<file path="src/rtl/core/bole_pkg.sv">
// Shared types and constants for the bounded ordered list engine.
// Used by bole_front, bole_back and the top level; depends on nothing.
package bole_pkg;

    // List capacity and derived widths.
    localparam int CAPACITY = 64;
    localparam int IDX_W    = (CAPACITY > 1) ? $clog2(CAPACITY) : 1;
    localparam int CNT_W    = $clog2(CAPACITY + 1);
    localparam int POS_W    = 7;
    localparam int WORD_W   = 32;
    localparam int ACT_W    = 4;
    localparam int ST_W     = 3;
    localparam int CMP_W    = (CNT_W + 1 > POS_W) ? CNT_W + 1 : POS_W;

    // Command codes.
    localparam logic [ACT_W-1:0] ACT_INS_HEAD   = 4'd0;
    localparam logic [ACT_W-1:0] ACT_INS_TAIL   = 4'd1;
    localparam logic [ACT_W-1:0] ACT_INS_POS    = 4'd2;
    localparam logic [ACT_W-1:0] ACT_FIND       = 4'd3;
    localparam logic [ACT_W-1:0] ACT_FIND_ALL   = 4'd4;
    localparam logic [ACT_W-1:0] ACT_INS_AFTER  = 4'd5;
    localparam logic [ACT_W-1:0] ACT_INS_AFTALL = 4'd6;
    localparam logic [ACT_W-1:0] ACT_DEL_HEAD   = 4'd7;
    localparam logic [ACT_W-1:0] ACT_DEL_TAIL   = 4'd8;
    localparam logic [ACT_W-1:0] ACT_DEL_POS    = 4'd9;
    localparam logic [ACT_W-1:0] ACT_DEL_KEY    = 4'd10;
    localparam logic [ACT_W-1:0] ACT_DEL_ALL    = 4'd11;
    localparam logic [ACT_W-1:0] ACT_READ       = 4'd12;

    // Status codes.
    localparam logic [ST_W-1:0] STAT_OK        = 3'd0;
    localparam logic [ST_W-1:0] STAT_NOT_FOUND = 3'd1;
    localparam logic [ST_W-1:0] STAT_EMPTY     = 3'd2;
    localparam logic [ST_W-1:0] STAT_FULL      = 3'd3;
    localparam logic [ST_W-1:0] STAT_RANGE     = 3'd4;

    // Command class decided by the front end.
    typedef enum logic [1:0] {
        CLS_INSERT,
        CLS_DELETE,
        CLS_SCAN,
        CLS_NOP
    } cls_t;

    // One queued command.
    typedef struct packed {
        logic [ACT_W-1:0]  action;
        logic [WORD_W-1:0] value;
        logic [WORD_W-1:0] key;
        logic [POS_W-1:0]  position;
        cls_t              cls;
    } cmd_t;

endpackage

</file>
<file path="src/rtl/core/bole_front.sv">
// Front end: accepts command items, classifies them and queues them.
// Depends on bole_pkg.
module bole_front (
    input  logic                  aclk,
    input  logic                  aresetn,
    input  logic                  s_tvalid,
    output logic                  s_tready,
    // s_tdata: value [31:0], key [63:32], position [70:64], zero fill [71]
    input  logic [71:0]           s_tdata,
    // s_tuser: action [3:0]
    input  logic [3:0]            s_tuser,
    output logic                  q_valid,
    input  logic                  q_ready,
    output bole_pkg::cmd_t        q_cmd
);
    import bole_pkg::*;

    cmd_t       fifo_reg [2];
    logic       wr_ptr_reg, wr_ptr_next;
    logic       rd_ptr_reg, rd_ptr_next;
    logic [1:0] fill_reg, fill_next;
    cmd_t       in_cmd;
    logic       push, pop;

    // Classify the incoming command.
    always_comb begin
        in_cmd.action   = s_tuser;
        in_cmd.value    = s_tdata[31:0];
        in_cmd.key      = s_tdata[63:32];
        in_cmd.position = s_tdata[70:64];
        if (s_tuser <= ACT_INS_POS) begin
            in_cmd.cls = CLS_INSERT;
        end else if (s_tuser >= ACT_DEL_HEAD && s_tuser <= ACT_DEL_POS) begin
            in_cmd.cls = CLS_DELETE;
        end else if (s_tuser <= ACT_READ) begin
            in_cmd.cls = CLS_SCAN;
        end else begin
            in_cmd.cls = CLS_NOP;
        end
    end

    assign s_tready = (fill_reg != 2'd2);
    assign q_valid  = (fill_reg != 2'd0);
    assign q_cmd    = fifo_reg[rd_ptr_reg];
    assign push     = s_tvalid && s_tready;
    assign pop      = q_valid && q_ready;

    // Queue pointers.
    always_comb begin
        wr_ptr_next = push ? ~wr_ptr_reg : wr_ptr_reg;
        rd_ptr_next = pop ? ~rd_ptr_reg : rd_ptr_reg;
        fill_next   = fill_reg + {1'b0, push} - {1'b0, pop};
    end

    always_ff @(posedge aclk) begin
        if (!aresetn) begin
            wr_ptr_reg <= 1'b0;
            rd_ptr_reg <= 1'b0;
            fill_reg   <= 2'd0;
        end else begin
            wr_ptr_reg <= wr_ptr_next;
            rd_ptr_reg <= rd_ptr_next;
            fill_reg   <= fill_next;
        end
    end

    // Queue storage.
    always_ff @(posedge aclk) begin
        if (push) begin
            fifo_reg[wr_ptr_reg] <= in_cmd;
        end
    end

endmodule

</file>
<file path="src/rtl/core/bole_back.sv">
// Back end: executes queued commands on the list memory and drives results.
// Depends on bole_pkg.
module bole_back (
    input  logic                  aclk,
    input  logic                  aresetn,
    input  logic                  q_valid,
    output logic                  q_ready,
    input  bole_pkg::cmd_t        q_cmd,
    output logic                  m_tvalid,
    input  logic                  m_tready,
    // m_tdata: found_position [6:0], element [38:7], length [45:39], zero fill [47:46]
    output logic [47:0]           m_tdata,
    // m_tuser: status [2:0]
    output logic [2:0]            m_tuser,
    output logic                  m_tlast
);
    import bole_pkg::*;

    typedef enum logic [3:0] {
        ST_IDLE, ST_SCAN_RD, ST_SCAN_EX, ST_SCAN_END, ST_SHR_RD, ST_SHR_WR,
        ST_DEL_RD, ST_DEL_GET, ST_SHL_RD, ST_SHL_WR, ST_INS_RD, ST_INS_EX, ST_EMIT
    } state_t;

    state_t state_reg, state_next;
    logic [ACT_W-1:0]  act_reg, act_next;
    logic [WORD_W-1:0] val_reg, val_next;
    logic [WORD_W-1:0] key_reg, key_next;
    logic [CNT_W-1:0]  i_reg, i_next;
    logic [CNT_W-1:0]  tgt_reg, tgt_next;
    logic [CNT_W-1:0]  f_reg, f_next;
    logic [CNT_W-1:0]  m_reg, m_next;
    logic [CNT_W-1:0]  dst_reg, dst_next;
    logic [CNT_W-1:0]  cnt_reg, cnt_next;
    logic [CNT_W-1:0]  pend_pos_reg, pend_pos_next;
    logic              found_reg, found_next;
    logic              pend_reg, pend_next;
    logic              flag_reg, flag_next;
    logic [ST_W-1:0]   res_st_reg, res_st_next;
    logic [CNT_W-1:0]  res_pos_reg, res_pos_next;
    logic [WORD_W-1:0] res_el_reg, res_el_next;

    // Output register.
    logic              o_valid_reg;
    logic [ST_W-1:0]   o_st_reg;
    logic [POS_W-1:0]  o_pos_reg;
    logic [WORD_W-1:0] o_el_reg;
    logic [POS_W-1:0]  o_len_reg;
    logic              o_last_reg;

    // List memory.
    logic [WORD_W-1:0] mem [CAPACITY];
    logic [WORD_W-1:0] rd_data_reg;
    logic [IDX_W-1:0]  rd_addr;
    logic              mem_we;
    logic [IDX_W-1:0]  mem_wa;
    logic [WORD_W-1:0] mem_wd;

    // Result load strobe and payload.
    logic              load;
    logic [ST_W-1:0]   ld_st;
    logic [CNT_W-1:0]  ld_pos;
    logic [WORD_W-1:0] ld_el;
    logic              ld_last;

    logic              out_free;
    logic              hit;
    logic [CMP_W-1:0]  n_ext, p_ext, sum_ext;
    logic [CNT_W-1:0]  idx;

    assign out_free = !o_valid_reg || m_tready;
    assign hit      = (rd_data_reg == key_reg);
    assign n_ext    = CMP_W'(cnt_reg);
    assign p_ext    = CMP_W'(q_cmd.position);
    assign sum_ext  = CMP_W'(cnt_reg) + CMP_W'(m_reg);
    assign q_ready  = (state_reg == ST_IDLE);

    // Command sequencer.
    always_comb begin
        state_next    = state_reg;
        act_next      = act_reg;
        val_next      = val_reg;
        key_next      = key_reg;
        i_next        = i_reg;
        tgt_next      = tgt_reg;
        f_next        = f_reg;
        m_next        = m_reg;
        dst_next      = dst_reg;
        cnt_next      = cnt_reg;
        pend_pos_next = pend_pos_reg;
        found_next    = found_reg;
        pend_next     = pend_reg;
        flag_next     = flag_reg;
        res_st_next   = res_st_reg;
        res_pos_next  = res_pos_reg;
        res_el_next   = res_el_reg;
        rd_addr       = i_reg[IDX_W-1:0];
        mem_we        = 1'b0;
        mem_wa        = i_reg[IDX_W-1:0];
        mem_wd        = rd_data_reg;
        load          = 1'b0;
        ld_st         = STAT_OK;
        ld_pos        = '0;
        ld_el         = '0;
        ld_last       = 1'b0;
        idx           = '0;

        unique case (state_reg)
            ST_IDLE: begin
                if (q_valid) begin
                    act_next     = q_cmd.action;
                    val_next     = q_cmd.value;
                    key_next     = q_cmd.key;
                    res_st_next  = STAT_OK;
                    res_pos_next = '0;
                    res_el_next  = '0;
                    state_next   = ST_EMIT;
                    if (q_cmd.cls != CLS_INSERT && q_cmd.cls != CLS_NOP && cnt_reg == '0) begin
                        res_st_next = STAT_EMPTY;
                    end else begin
                        unique case (q_cmd.cls)
                            CLS_NOP: begin
                                res_st_next = STAT_OK;
                            end
                            CLS_INSERT: begin
                                if (q_cmd.action == ACT_INS_HEAD) begin
                                    idx = '0;
                                end else if (q_cmd.action == ACT_INS_TAIL) begin
                                    idx = cnt_reg;
                                end else begin
                                    idx = CNT_W'(p_ext - CMP_W'(1));
                                end
                                if (cnt_reg == CNT_W'(CAPACITY)) begin
                                    res_st_next = STAT_FULL;
                                end else if (q_cmd.action == ACT_INS_POS &&
                                             (p_ext == '0 || p_ext > n_ext + CMP_W'(1))) begin
                                    res_st_next = STAT_RANGE;
                                end else begin
                                    tgt_next     = idx;
                                    i_next       = cnt_reg;
                                    res_pos_next = idx + CNT_W'(1);
                                    res_el_next  = q_cmd.value;
                                    state_next   = ST_SHR_RD;
                                end
                            end
                            CLS_DELETE: begin
                                if (q_cmd.action == ACT_DEL_HEAD) begin
                                    idx = '0;
                                end else if (q_cmd.action == ACT_DEL_TAIL) begin
                                    idx = cnt_reg - CNT_W'(1);
                                end else begin
                                    idx = CNT_W'(p_ext - CMP_W'(1));
                                end
                                if (q_cmd.action == ACT_DEL_POS &&
                                    (p_ext == '0 || p_ext > n_ext)) begin
                                    res_st_next = STAT_RANGE;
                                end else begin
                                    i_next       = idx;
                                    res_pos_next = idx + CNT_W'(1);
                                    state_next   = ST_DEL_RD;
                                end
                            end
                            CLS_SCAN: begin
                                if (q_cmd.action == ACT_INS_AFTER &&
                                    cnt_reg == CNT_W'(CAPACITY)) begin
                                    res_st_next = STAT_FULL;
                                end else begin
                                    i_next     = '0;
                                    m_next     = '0;
                                    found_next = 1'b0;
                                    pend_next  = 1'b0;
                                    flag_next  = 1'b0;
                                    state_next = ST_SCAN_RD;
                                end
                            end
                        endcase
                    end
                end
            end

            // Walk the list one entry at a time: ST_SCAN_RD reads it, ST_SCAN_EX examines it.
            ST_SCAN_RD: begin
                state_next = (i_reg == cnt_reg) ? ST_SCAN_END : ST_SCAN_EX;
            end

            ST_SCAN_EX: begin
                priority case (act_reg)
                    ACT_FIND, ACT_INS_AFTER, ACT_DEL_KEY: begin
                        if (hit) begin
                            found_next = 1'b1;
                            f_next     = i_reg;
                            state_next = ST_SCAN_END;
                        end else begin
                            i_next     = i_reg + CNT_W'(1);
                            state_next = ST_SCAN_RD;
                        end
                    end
                    ACT_INS_AFTALL: begin
                        if (hit) begin
                            m_next = m_reg + CNT_W'(1);
                            if (!found_reg) begin
                                f_next = i_reg;
                            end
                            found_next = 1'b1;
                        end
                        i_next     = i_reg + CNT_W'(1);
                        state_next = ST_SCAN_RD;
                    end
                    ACT_DEL_ALL: begin
                        // In-place compaction of the entries that stay.
                        if (hit) begin
                            if (!found_reg) begin
                                f_next = i_reg;
                            end
                            found_next = 1'b1;
                        end else begin
                            mem_we = 1'b1;
                            mem_wa = m_reg[IDX_W-1:0];
                            m_next = m_reg + CNT_W'(1);
                        end
                        i_next     = i_reg + CNT_W'(1);
                        state_next = ST_SCAN_RD;
                    end
                    ACT_FIND_ALL: begin
                        // A match is held back until the next one shows it is not the last.
                        if (hit && pend_reg) begin
                            if (out_free) begin
                                load          = 1'b1;
                                ld_pos        = pend_pos_reg;
                                ld_el         = key_reg;
                                pend_pos_next = i_reg + CNT_W'(1);
                                i_next        = i_reg + CNT_W'(1);
                                state_next    = ST_SCAN_RD;
                            end
                        end else begin
                            if (hit) begin
                                pend_next     = 1'b1;
                                pend_pos_next = i_reg + CNT_W'(1);
                            end
                            i_next     = i_reg + CNT_W'(1);
                            state_next = ST_SCAN_RD;
                        end
                    end
                    default: begin
                        // Read-out: one result per entry.
                        if (out_free) begin
                            load       = 1'b1;
                            ld_pos     = i_reg + CNT_W'(1);
                            ld_el      = rd_data_reg;
                            ld_last    = (i_reg + CNT_W'(1) == cnt_reg);
                            i_next     = i_reg + CNT_W'(1);
                            state_next = ST_SCAN_RD;
                        end
                    end
                endcase
            end

            ST_SCAN_END: begin
                state_next   = ST_EMIT;
                res_st_next  = STAT_NOT_FOUND;
                res_pos_next = '0;
                res_el_next  = '0;
                priority case (act_reg)
                    ACT_READ: begin
                        state_next = ST_IDLE;
                    end
                    ACT_FIND_ALL: begin
                        if (pend_reg) begin
                            res_st_next  = STAT_OK;
                            res_pos_next = pend_pos_reg;
                            res_el_next  = key_reg;
                        end
                    end
                    ACT_FIND: begin
                        if (found_reg) begin
                            res_st_next  = STAT_OK;
                            res_pos_next = f_reg + CNT_W'(1);
                            res_el_next  = key_reg;
                        end
                    end
                    ACT_INS_AFTER: begin
                        if (found_reg) begin
                            res_st_next  = STAT_OK;
                            res_pos_next = f_reg + CNT_W'(2);
                            res_el_next  = key_reg;
                            tgt_next     = f_reg + CNT_W'(1);
                            i_next       = cnt_reg;
                            state_next   = ST_SHR_RD;
                        end
                    end
                    ACT_DEL_KEY: begin
                        if (found_reg) begin
                            res_st_next  = STAT_OK;
                            res_pos_next = f_reg + CNT_W'(1);
                            res_el_next  = key_reg;
                            i_next       = f_reg;
                            state_next   = ST_SHL_RD;
                        end
                    end
                    ACT_DEL_ALL: begin
                        if (found_reg) begin
                            res_st_next  = STAT_OK;
                            res_pos_next = f_reg + CNT_W'(1);
                            res_el_next  = key_reg;
                            cnt_next     = m_reg;
                        end
                    end
                    default: begin
                        // Insert after every match.
                        if (!found_reg) begin
                            res_st_next = STAT_NOT_FOUND;
                        end else if (sum_ext > CMP_W'(CAPACITY)) begin
                            res_st_next = STAT_FULL;
                        end else begin
                            res_st_next  = STAT_OK;
                            res_pos_next = f_reg + CNT_W'(2);
                            res_el_next  = key_reg;
                            dst_next     = CNT_W'(sum_ext);
                            i_next       = cnt_reg;
                            flag_next    = 1'b0;
                            state_next   = ST_INS_RD;
                        end
                    end
                endcase
            end

            // Open a gap at tgt by moving the tail up one entry.
            ST_SHR_RD: begin
                rd_addr = IDX_W'(i_reg - CNT_W'(1));
                if (i_reg == tgt_reg) begin
                    mem_we     = 1'b1;
                    mem_wa     = tgt_reg[IDX_W-1:0];
                    mem_wd     = val_reg;
                    cnt_next   = cnt_reg + CNT_W'(1);
                    state_next = ST_EMIT;
                end else begin
                    state_next = ST_SHR_WR;
                end
            end

            ST_SHR_WR: begin
                mem_we     = 1'b1;
                mem_wa     = i_reg[IDX_W-1:0];
                i_next     = i_reg - CNT_W'(1);
                state_next = ST_SHR_RD;
            end

            ST_DEL_RD: begin
                state_next = ST_DEL_GET;
            end

            ST_DEL_GET: begin
                res_el_next = rd_data_reg;
                state_next  = ST_SHL_RD;
            end

            // Close the gap at i by moving the tail down one entry.
            ST_SHL_RD: begin
                rd_addr = IDX_W'(i_reg + CNT_W'(1));
                if (CMP_W'(i_reg) + CMP_W'(1) >= n_ext) begin
                    cnt_next   = cnt_reg - CNT_W'(1);
                    state_next = ST_EMIT;
                end else begin
                    state_next = ST_SHL_WR;
                end
            end

            ST_SHL_WR: begin
                mem_we     = 1'b1;
                mem_wa     = i_reg[IDX_W-1:0];
                i_next     = i_reg + CNT_W'(1);
                state_next = ST_SHL_RD;
            end

            // Spread the list upward from the end, adding value after each match.
            ST_INS_RD: begin
                rd_addr = IDX_W'(i_reg - CNT_W'(1));
                if (i_reg == '0) begin
                    cnt_next   = cnt_reg + m_reg;
                    state_next = ST_EMIT;
                end else begin
                    state_next = ST_INS_EX;
                end
            end

            ST_INS_EX: begin
                rd_addr  = IDX_W'(i_reg - CNT_W'(1));
                mem_we   = 1'b1;
                mem_wa   = IDX_W'(dst_reg - CNT_W'(1));
                dst_next = dst_reg - CNT_W'(1);
                if (!flag_reg && hit) begin
                    mem_wd    = val_reg;
                    flag_next = 1'b1;
                end else begin
                    flag_next  = 1'b0;
                    i_next     = i_reg - CNT_W'(1);
                    state_next = ST_INS_RD;
                end
            end

            ST_EMIT: begin
                if (out_free) begin
                    load       = 1'b1;
                    ld_st      = res_st_reg;
                    ld_pos     = res_pos_reg;
                    ld_el      = res_el_reg;
                    ld_last    = 1'b1;
                    state_next = ST_IDLE;
                end
            end

            default: begin
                state_next = ST_IDLE;
            end
        endcase
    end

    // State and control registers.
    always_ff @(posedge aclk) begin
        if (!aresetn) begin
            state_reg   <= ST_IDLE;
            cnt_reg     <= '0;
            o_valid_reg <= 1'b0;
        end else begin
            state_reg <= state_next;
            cnt_reg   <= cnt_next;
            if (load) begin
                o_valid_reg <= 1'b1;
            end else if (m_tready) begin
                o_valid_reg <= 1'b0;
            end
        end
    end

    // Working and result payload registers.
    always_ff @(posedge aclk) begin
        act_reg      <= act_next;
        val_reg      <= val_next;
        key_reg      <= key_next;
        i_reg        <= i_next;
        tgt_reg      <= tgt_next;
        f_reg        <= f_next;
        m_reg        <= m_next;
        dst_reg      <= dst_next;
        pend_pos_reg <= pend_pos_next;
        found_reg    <= found_next;
        pend_reg     <= pend_next;
        flag_reg     <= flag_next;
        res_st_reg   <= res_st_next;
        res_pos_reg  <= res_pos_next;
        res_el_reg   <= res_el_next;
        if (load) begin
            o_st_reg   <= ld_st;
            o_pos_reg  <= POS_W'(ld_pos);
            o_el_reg   <= ld_el;
            o_len_reg  <= POS_W'(cnt_reg);
            o_last_reg <= ld_last;
        end
    end

    // List memory: one write and one registered read per cycle.
    always_ff @(posedge aclk) begin
        if (mem_we) begin
            mem[mem_wa] <= mem_wd;
        end
        rd_data_reg <= mem[rd_addr];
    end

    assign m_tvalid = o_valid_reg;
    assign m_tdata  = {2'b00, o_len_reg, o_el_reg, o_pos_reg};
    assign m_tuser  = o_st_reg;
    assign m_tlast  = o_last_reg;

    // The element count never passes the capacity.
    a_cnt_bound: assert property (@(posedge aclk) disable iff (!aresetn)
        cnt_reg <= CNT_W'(CAPACITY))
        else $error("element count above capacity");

    // A final result taken from the emit state leaves the engine idle with a last item.
    a_emit_last: assert property (@(posedge aclk) disable iff (!aresetn)
        (state_reg == ST_EMIT && out_free) |=>
        (state_reg == ST_IDLE && o_valid_reg && o_last_reg))
        else $error("emit did not produce a final result");

    // Completing a gap fill grows the list by exactly one.
    a_ins_grow: assert property (@(posedge aclk) disable iff (!aresetn)
        (state_reg == ST_SHR_RD && i_reg == tgt_reg) |=>
        (cnt_reg == $past(cnt_reg) + CNT_W'(1)))
        else $error("insert did not grow the list by one");

endmodule

</file>
<file path="src/rtl/core/bounded_ordered_list_engine.sv">
// Bounded ordered list engine: a front queue feeding a list sequencer.
// Errors found at intake and unused commands go straight to the result; inserts
// and deletes move each shifted entry in turn; searches read the entries in turn.
// Throughput: one command at a time in the back end, bounded by the list
// memory (one read and one write per cycle); the front queue holds two.
// Reset empties the list at once; no clearing pass runs over the memory.
module bounded_ordered_list_engine (
    input  logic         aclk,
    input  logic         aresetn,
    input  logic         s_tvalid,
    output logic         s_tready,
    // s_tdata: value [31:0], key [63:32], position [70:64], zero fill [71]
    input  logic [71:0]  s_tdata,
    // s_tuser: action [3:0]
    input  logic [3:0]   s_tuser,
    output logic         m_tvalid,
    input  logic         m_tready,
    // m_tdata: found_position [6:0], element [38:7], length [45:39], zero fill [47:46]
    output logic [47:0]  m_tdata,
    // m_tuser: status [2:0]
    output logic [2:0]   m_tuser,
    output logic         m_tlast
);
    import bole_pkg::*;

    logic q_valid;
    logic q_ready;
    cmd_t q_cmd;

    // Command intake and queue.
    bole_front u_front (
        .aclk     (aclk),
        .aresetn  (aresetn),
        .s_tvalid (s_tvalid),
        .s_tready (s_tready),
        .s_tdata  (s_tdata),
        .s_tuser  (s_tuser),
        .q_valid  (q_valid),
        .q_ready  (q_ready),
        .q_cmd    (q_cmd)
    );

    // List execution and result output.
    bole_back u_back (
        .aclk     (aclk),
        .aresetn  (aresetn),
        .q_valid  (q_valid),
        .q_ready  (q_ready),
        .q_cmd    (q_cmd),
        .m_tvalid (m_tvalid),
        .m_tready (m_tready),
        .m_tdata  (m_tdata),
        .m_tuser  (m_tuser),
        .m_tlast  (m_tlast)
    );

endmodule

</file>
<file path="config.mk">
export PLATFORM = sky130hd
export DESIGN_NAME = bounded_ordered_list_engine
export DESIGN_NICKNAME = d
export VERILOG_FILES = /design/src/rtl/core/bole_pkg.sv /design/src/rtl/core/bole_front.sv /design/src/rtl/core/bole_back.sv /design/src/rtl/core/bounded_ordered_list_engine.sv
export SDC_FILE = /design/constraint.sdc
export NUM_CORES = 2
export LEC_CHECK = 0
export ABC_AREA = 1
export BUFFER_PORTS_ARGS = -buffer_cell sky130_fd_sc_hd__buf_2
export CAP_MARGIN = 20
export CELL_PAD_IN_SITES_DETAIL_PLACEMENT = 1
export CELL_PAD_IN_SITES_GLOBAL_PLACEMENT = 1
export CORE_MARGIN = 2
export CORE_UTILIZATION = 30
export DETAILED_ROUTE_END_ITERATION = 8
export GPL_TIMING_DRIVEN = 1
export PLACE_DENSITY = 0.61
export SKIP_CTS_REPAIR_TIMING = 1
export SKIP_LAST_GASP = 1
export SLEW_MARGIN = 10
export SYNTH_ARGS = -nofsm -noshare
export SYNTH_HDL_FRONTEND = slang
export SYNTH_SLANG_ARGS = --single-unit
</file>
<file path="constraint.sdc">
create_clock -name aclk -period 12.75 [get_ports aclk]
set_input_delay 0.6375 -clock aclk [delete_from_list [all_inputs] [get_ports aclk]]
set_output_delay 0.6375 -clock aclk [all_outputs]
set_load 0.02 [all_outputs]
</file>
Word level (Yosys, flattened, before mapping)

Memory sizes are Yosys's and may differ from the RTL's. A register that Yosys moved wholly into a read port is not among the register bits.
Index checks and enable logic that the tools add are counted.

Bits in registers: 221
Bits in writable memories: 2202
Memories: 2

Add/sub/neg operators: 17
Order comparisons: 8
Eq/ne operators: 72
Mux-type cells: 178
Bitwise operators: 2
Reduce and logical (&&, ||, !) cells: 60

Memory list:

| memory           | depth | bits a word | rd ports | clocked after Yosys merged registers in | write ports | RTL line         | RTL |
|---|---|---|---|---|---|---|---|
| u_back.mem       | 64    | 32          | 1        | 1                                       | 1           | bole_back.sv:51  | `logic [WORD_W-1:0] mem [CAPACITY];` |
| u_front.fifo_reg | 2     | 77          | 1        | 1                                       | 1           | bole_front.sv:18 | `cmd_t fifo_reg [2];` |

Operator list:

| operator                                               | number |
|---|---|
| two-way mux 32 bit                                     | 15 |
| two-way mux 7 bit                                      | 65 |
| one-hot mux 32 bit (2 select lines)                    | 3 |
| one-hot mux 32 bit (3 select lines)                    | 2 |
| one-hot mux 7 bit (2 select lines)                     | 9 |
| one-hot mux 7 bit (3 select lines)                     | 3 |
| one-hot mux 7 bit (4 select lines)                     | 2 |
| two-way mux 4 bit                                      | 13 |
| one-hot mux 4 bit (12 select lines)                    | 1 |
| adder 7 x 1 -> 7 bit (second input constant)           | 6 |
| one-hot mux 7 bit (6 select lines)                     | 1 |
| == test 4 bit (second input constant)                  | 10 |
| == test 4 x 3 -> 1 bit (second input constant)         | 9 |
| == test 32 bit                                         | 1 |
| AND reduction 8 bit                                    | 4 |
| two-way mux 1 bit                                      | 31 |
| two-way mux 3 bit                                      | 10 |
| inequality test 2 x 1 -> 1 bit (second input constant) | 15 |
| subtractor 7 x 1 -> 7 bit (second input constant)      | 4 |
| inequality test 2 bit (second input constant)          | 12 |
| one-hot mux 4 bit (3 select lines)                     | 2 |
| == test 7 bit                                          | 3 |
| two-way mux 6 bit                                      | 3 |
| inequality test 3 bit (second input constant)          | 6 |
| 54 further kinds                                       | 107 |

Depth between registers and ports, before layout

Depth after elaboration: 14
Mapped depth: 20
Mapped depth without buffers: 19

Hierarchy

A second synthesis with hierarchy kept.

Cell total of the unflattened synthesis: 10079
Area total of the unflattened synthesis: 110658.6 µm²

Modules (own cells, without submodules):

| module     | times used | cells an instance | area an instance (µm²) |
|---|---|---|---|
| bole_back  | 1          | 9791              | 104676.6 |
| bole_front | 1          | 288               | 5982.0 |

Worst setup path after synthesis

OpenSTA, ideal clock, no wires.

Path kind: register to register
From: reg u_back.state_reg[3]
To: reg u_back.res_el_reg[0], enable pin
Setup time: 0.390 ns
Data arrival time: 5.420 ns
Path slack: 6.940 ns
Stages on the path, launching flop included: 6
Buffers on the path: 0
Clock period less this slack: 5.810 ns
Path through: dfxtp_1 nor2_1 nand2_1 a21oi_1 inv_1 nand2_1

Cells in the longest elaborated chain, start to end: 3
Elaborated cells between the ends (all ways): 6
Those cells by class: eq/ne: 3; reduce/logical: 3

Ends and longest elaborated chain:

| item                                                                                         | RTL line         | RTL |
|---|---|---|
| start: declaration                                                                           | bole_back.sv:24  | `state_t state_reg, state_next;` |
| start signal: assignment                                                                     | bole_back.sv:424 | `state_reg <= state_next;` |
| == test 4 x 3 -> 1 bit (tied with other cells)                                               | bole_back.sv:107 | `unique case (state_reg)` |
| nonzero test 3 bit (no source line) / inequality test 2 x 1 -> 1 bit (equally long branches) | -                |  |
| AND reduction 2 bit (no source line) (*)                                                     | -                |  |
| end signal: assignment                                                                       | bole_back.sv:450 | `res_el_reg <= res_el_next;` |
| end: declaration                                                                             | bole_back.sv:40  | `logic [WORD_W-1:0] res_el_reg, res_el_next;` |

Mark *: on every way between the ends. The rest lies on a longest branch, timed or not.
A chain may end at the register's enable or synchronous reset.

Final worst setup path

From: reg u_back.state_reg[3]
To: reg u_back.rd_data_reg[19] (read register of u_back.mem)

Cells in the longest elaborated chain, start to end: 3
Elaborated cells between the ends (all ways): 6
Those cells by class: eq/ne: 4; mux: 1; reduce/logical: 1

Ends and longest elaborated chain:

| item                                                           | RTL line         | RTL |
|---|---|---|
| == test 4 x 3 -> 1 bit / == test 4 bit (equally long branches) | bole_back.sv:107 |  |
| OR reduction 3 bit (no source line)                            | -                |  |
| one-hot mux 6 bit (2 select lines) (*)                         | bole_back.sv:107 |  |
| end: declaration                                               | bole_back.sv:52  | `logic [WORD_W-1:0] rd_data_reg;` |

Marked as above.

==> run_results.csv <==
group,metric,value,unit
outcome,outcome,"finished clean",
critical_path,critical_path.max_stage_delay,0.94,ns
yosys,synthCells,10909,
cts,ctsLongestPathBuffers,4,
cts,path_clk_slew,0.06,ns
floorplan,chipHeight,611,um
cells_and_area,num-fill-cells,40977,
worst_hold_path,worst_hold_path_type,"in -> reg",
yosys,post_synth_instance_area,111000,um2
global_route,grt_pass1_wl,554000,um
critical_path,crit_start,"u_back.state_reg[3]$_SDFFE_PN0P_",
sta,final_min_period_over_clock_period,52.0,%
cells_and_area,syn2layout_area_growth,14.5,%
cts,cts_tree,"built",
route,dr_total_vias,80831,
global_route,track_usage,19.9,%
global_route,congestion_overflow_gr,0,
yosys,postSynth.topFlopCell,"edfxtp_1",
sta,rsz0062_at_grt,"false",
sta,fin_crit,6.63,ns
sta,timing.max_slew.rel_slack,12.7,%
flow_run,timing.max_cap.violations,0,
critical_path,r2r_start,"u_back.state_reg[3]$_SDFFE_PN0P_",
route,drt_first_pass_iters,6,
sta,fin_hold_ws,0.127,ns
yosys,synth_area_leaders,"edfxtp_1, nand3_1, nand2_1",
global_route,maximum_number_of_pins_on_one_net_before_global_route_repair,180,
yosys,ys_seq_elements,2455,
cells_and_area,finish.instance_area,127000,um2
sta,slew_violations,0,
critical_path,timing.critical_path.fanout_max,179,
global_route,number_of_antenna_violations_at_the_first_check_in_global_routing,22,
cells_and_area,layout_nets,11147,
floorplan,core-area,368000,um2
floorplan,initial_utilization,30.1,%
yosys,most_used_standard_cells_in_the_synthesized_netlist,"nand2_1, edfxtp_1, nand3_1",
cts,tritoncts_num_sinks,2455,
yosys,synth_enable_flop_cells,2406,
route,finalWirelength,383000,um
cells_and_area,finish.utilization,34.4,%
worst_hold_path,whs_path_depth,3,
floorplan,std_cell_rows,223,
cts,cts_buffers,278,
critical_path,r2r_slack,6.12,ns
global_route,first_global_vias,84070,
yosys,post-synth-top-area-fraction,65.3,%
yosys,post-synth-top-area-cell,"edfxtp_1",
critical_path,critPathSlowestCell,"buf_4",
route,route.detailed.wl_per_inst,23.8,um
critical_path,end_kind,"flip-flop",
sta,timing_hold_violations_final,0,
sta,summed_negative_setup_slack_over_all_endpoints,0,ns
critical_path,timing.critical_path.to,"u_back.rd_data_reg[19]$_DFF_P_",
cts,insertion_delay,0.93,ns
yosys,ys_types,56,
critical_path,setup.worst_path.class,"reg -> reg",
critical_path,crit_top_cell,"nand3_1",
critical_path,worst_r2r_endpoint,"u_back.rd_data_reg[19]$_DFF_P_",
cells_and_area,layout-drive-gt1-share,7.60,%
yosys,synth-seq-area-share,66.2,%
route,detail_route.vias_per_cell,5.03,
cells_and_area,largest_reg_flops,2048,
route,drt_drc_violations_left,0,
critical_path,timing.critical_path.arrival,7.38,ns
yosys,synthesis.yosys.warnings,0,
floorplan,floorplan.die_area,374000,um2
place,portBuffers,130,
place,estimated_wirelength_of_the_detail_placed_design,216000,um
sta,worst_pin_slew,1.31,ns
route,initialDrtViolationCount,6988,
place,post_dp_cell_area,117000,um2
cts,htreeDepth,5,
floorplan,die_w,611,um
place,routabilityCongestion,0.839,
sta,fin_worst_skew,0.0617,ns
sta,fmax,151,MHz
cts,cts_root_buffer,"clkbuf_16",
yosys,syn_area_per_cell,10.1,um2
route,final_antenna_net_count,0,
critical_path,rr_worst_depth,17,
sta,setup_violations,0,
yosys,postSynth.asyncResetShare,0,%
critical_path,crit_required,13.50,ns
floorplan,floorplan.io_pins,134,
critical_path,crit_path_cell_trace,"inv_2, nor2_2, nand2_1, nand2_2, nor2_2, nand3_4, buf_4, nand2_8, buf_4, buf_12, nand2_1, nand3_1, nand3_1, nand3_1, nand3_1, nand3_1, nand2_1",
yosys,most_used_standard_cell_by_instance_count_after_synthesis,"nand2_1",
critical_path,startpoint_type,"flip-flop",
layout by cell type, fill, tap and decap left out, drive strengths merged, types with 6 or more instances in the layout:
cell	instances
clkinv	109
nand3	2251
o311ai	8
a21oi	111
nor3	17
ha	53
buf	321
o22ai	20
xor2	31
nand4	31
o21ai	206
nand2	2644
dlygate4sd3	75
edfxtp	2406
o211ai	11
bufinv	17
mux2	12
dfxtp	49
clkbuf	350
nor2	213
a31oi	66
nand3b	133
inv	1995
xnor2	31
or2	13
o32ai	6
per-layer routing:
metal  up-vias  track usage, %  routed length [um]
li1      36326               -                   -
met1     41535            25.5              161000
met2      2329            34.5              187000
met3       639            2.16               19000
met4         2            7.63               15300
met5         -               0                  13
logic make-up after synthesis:
group | share of synthesized area, %
xor+xnor | 0.491
simple gates | 21.2
mux | 0.131
buf+inv | 9.09
flops | 66.2
compound gates | 2.32
fa+ha+maj | 0.635
other cells | 0.00339
through the flow:
stage / setup WS, ns / instances
floorplan: 6.94 / 10910
global placement: 6.44 / 15491
detailed placement: 6.34 / 15492
CTS: 6.28 / 15978
global route: 5.94 / 16056
finish: 6.12 / 16058
area by class of cell:
cell class | count | area (um2) | share of cell area (%)
Antenna cell | 3 | 7.51 | 0.00592
Clock buffer | 350 | 7510 | 5.93
Clock inverter | 136 | 1190 | 0.938
Inverter | 1986 | 7470 | 5.89
Multi-Input combinational cell | 5895 | 28200 | 22.3
Sequential cell | 2455 | 73200 | 57.8
Tap cell | 4837 | 6050 | 4.78
Timing Repair Buffer | 396 | 3060 | 2.42
worst min path at each step:
stage	to	from	slack (ns)
floorplan	flip-flop	u_front.rd_ptr_reg$_SDFFE_PN0P_	0.43
global placement	flip-flop	u_front.rd_ptr_reg$_SDFFE_PN0P_	0.42
detailed placement	flip-flop	u_front.rd_ptr_reg$_SDFFE_PN0P_	0.45
CTS	u_front.fifo_reg[1][3]$_DFFE_PP_	s_tdata[65]	-0.14
global route	u_front.fill_reg[0]$_SDFF_PN0_	aresetn	0.11
finish	u_front.fill_reg[0]$_SDFF_PN0_	aresetn	0.13
worst max-delay path, delay by kind of cell (launching register included):
kind          cells  cell delay [ns]
buf+inv           4             1.87
flops             1             0.34
simple gates     13             3.46
Power is not shown: default switching activity piles up to over one toggle a cycle in this logic, so the estimate is an artifact.
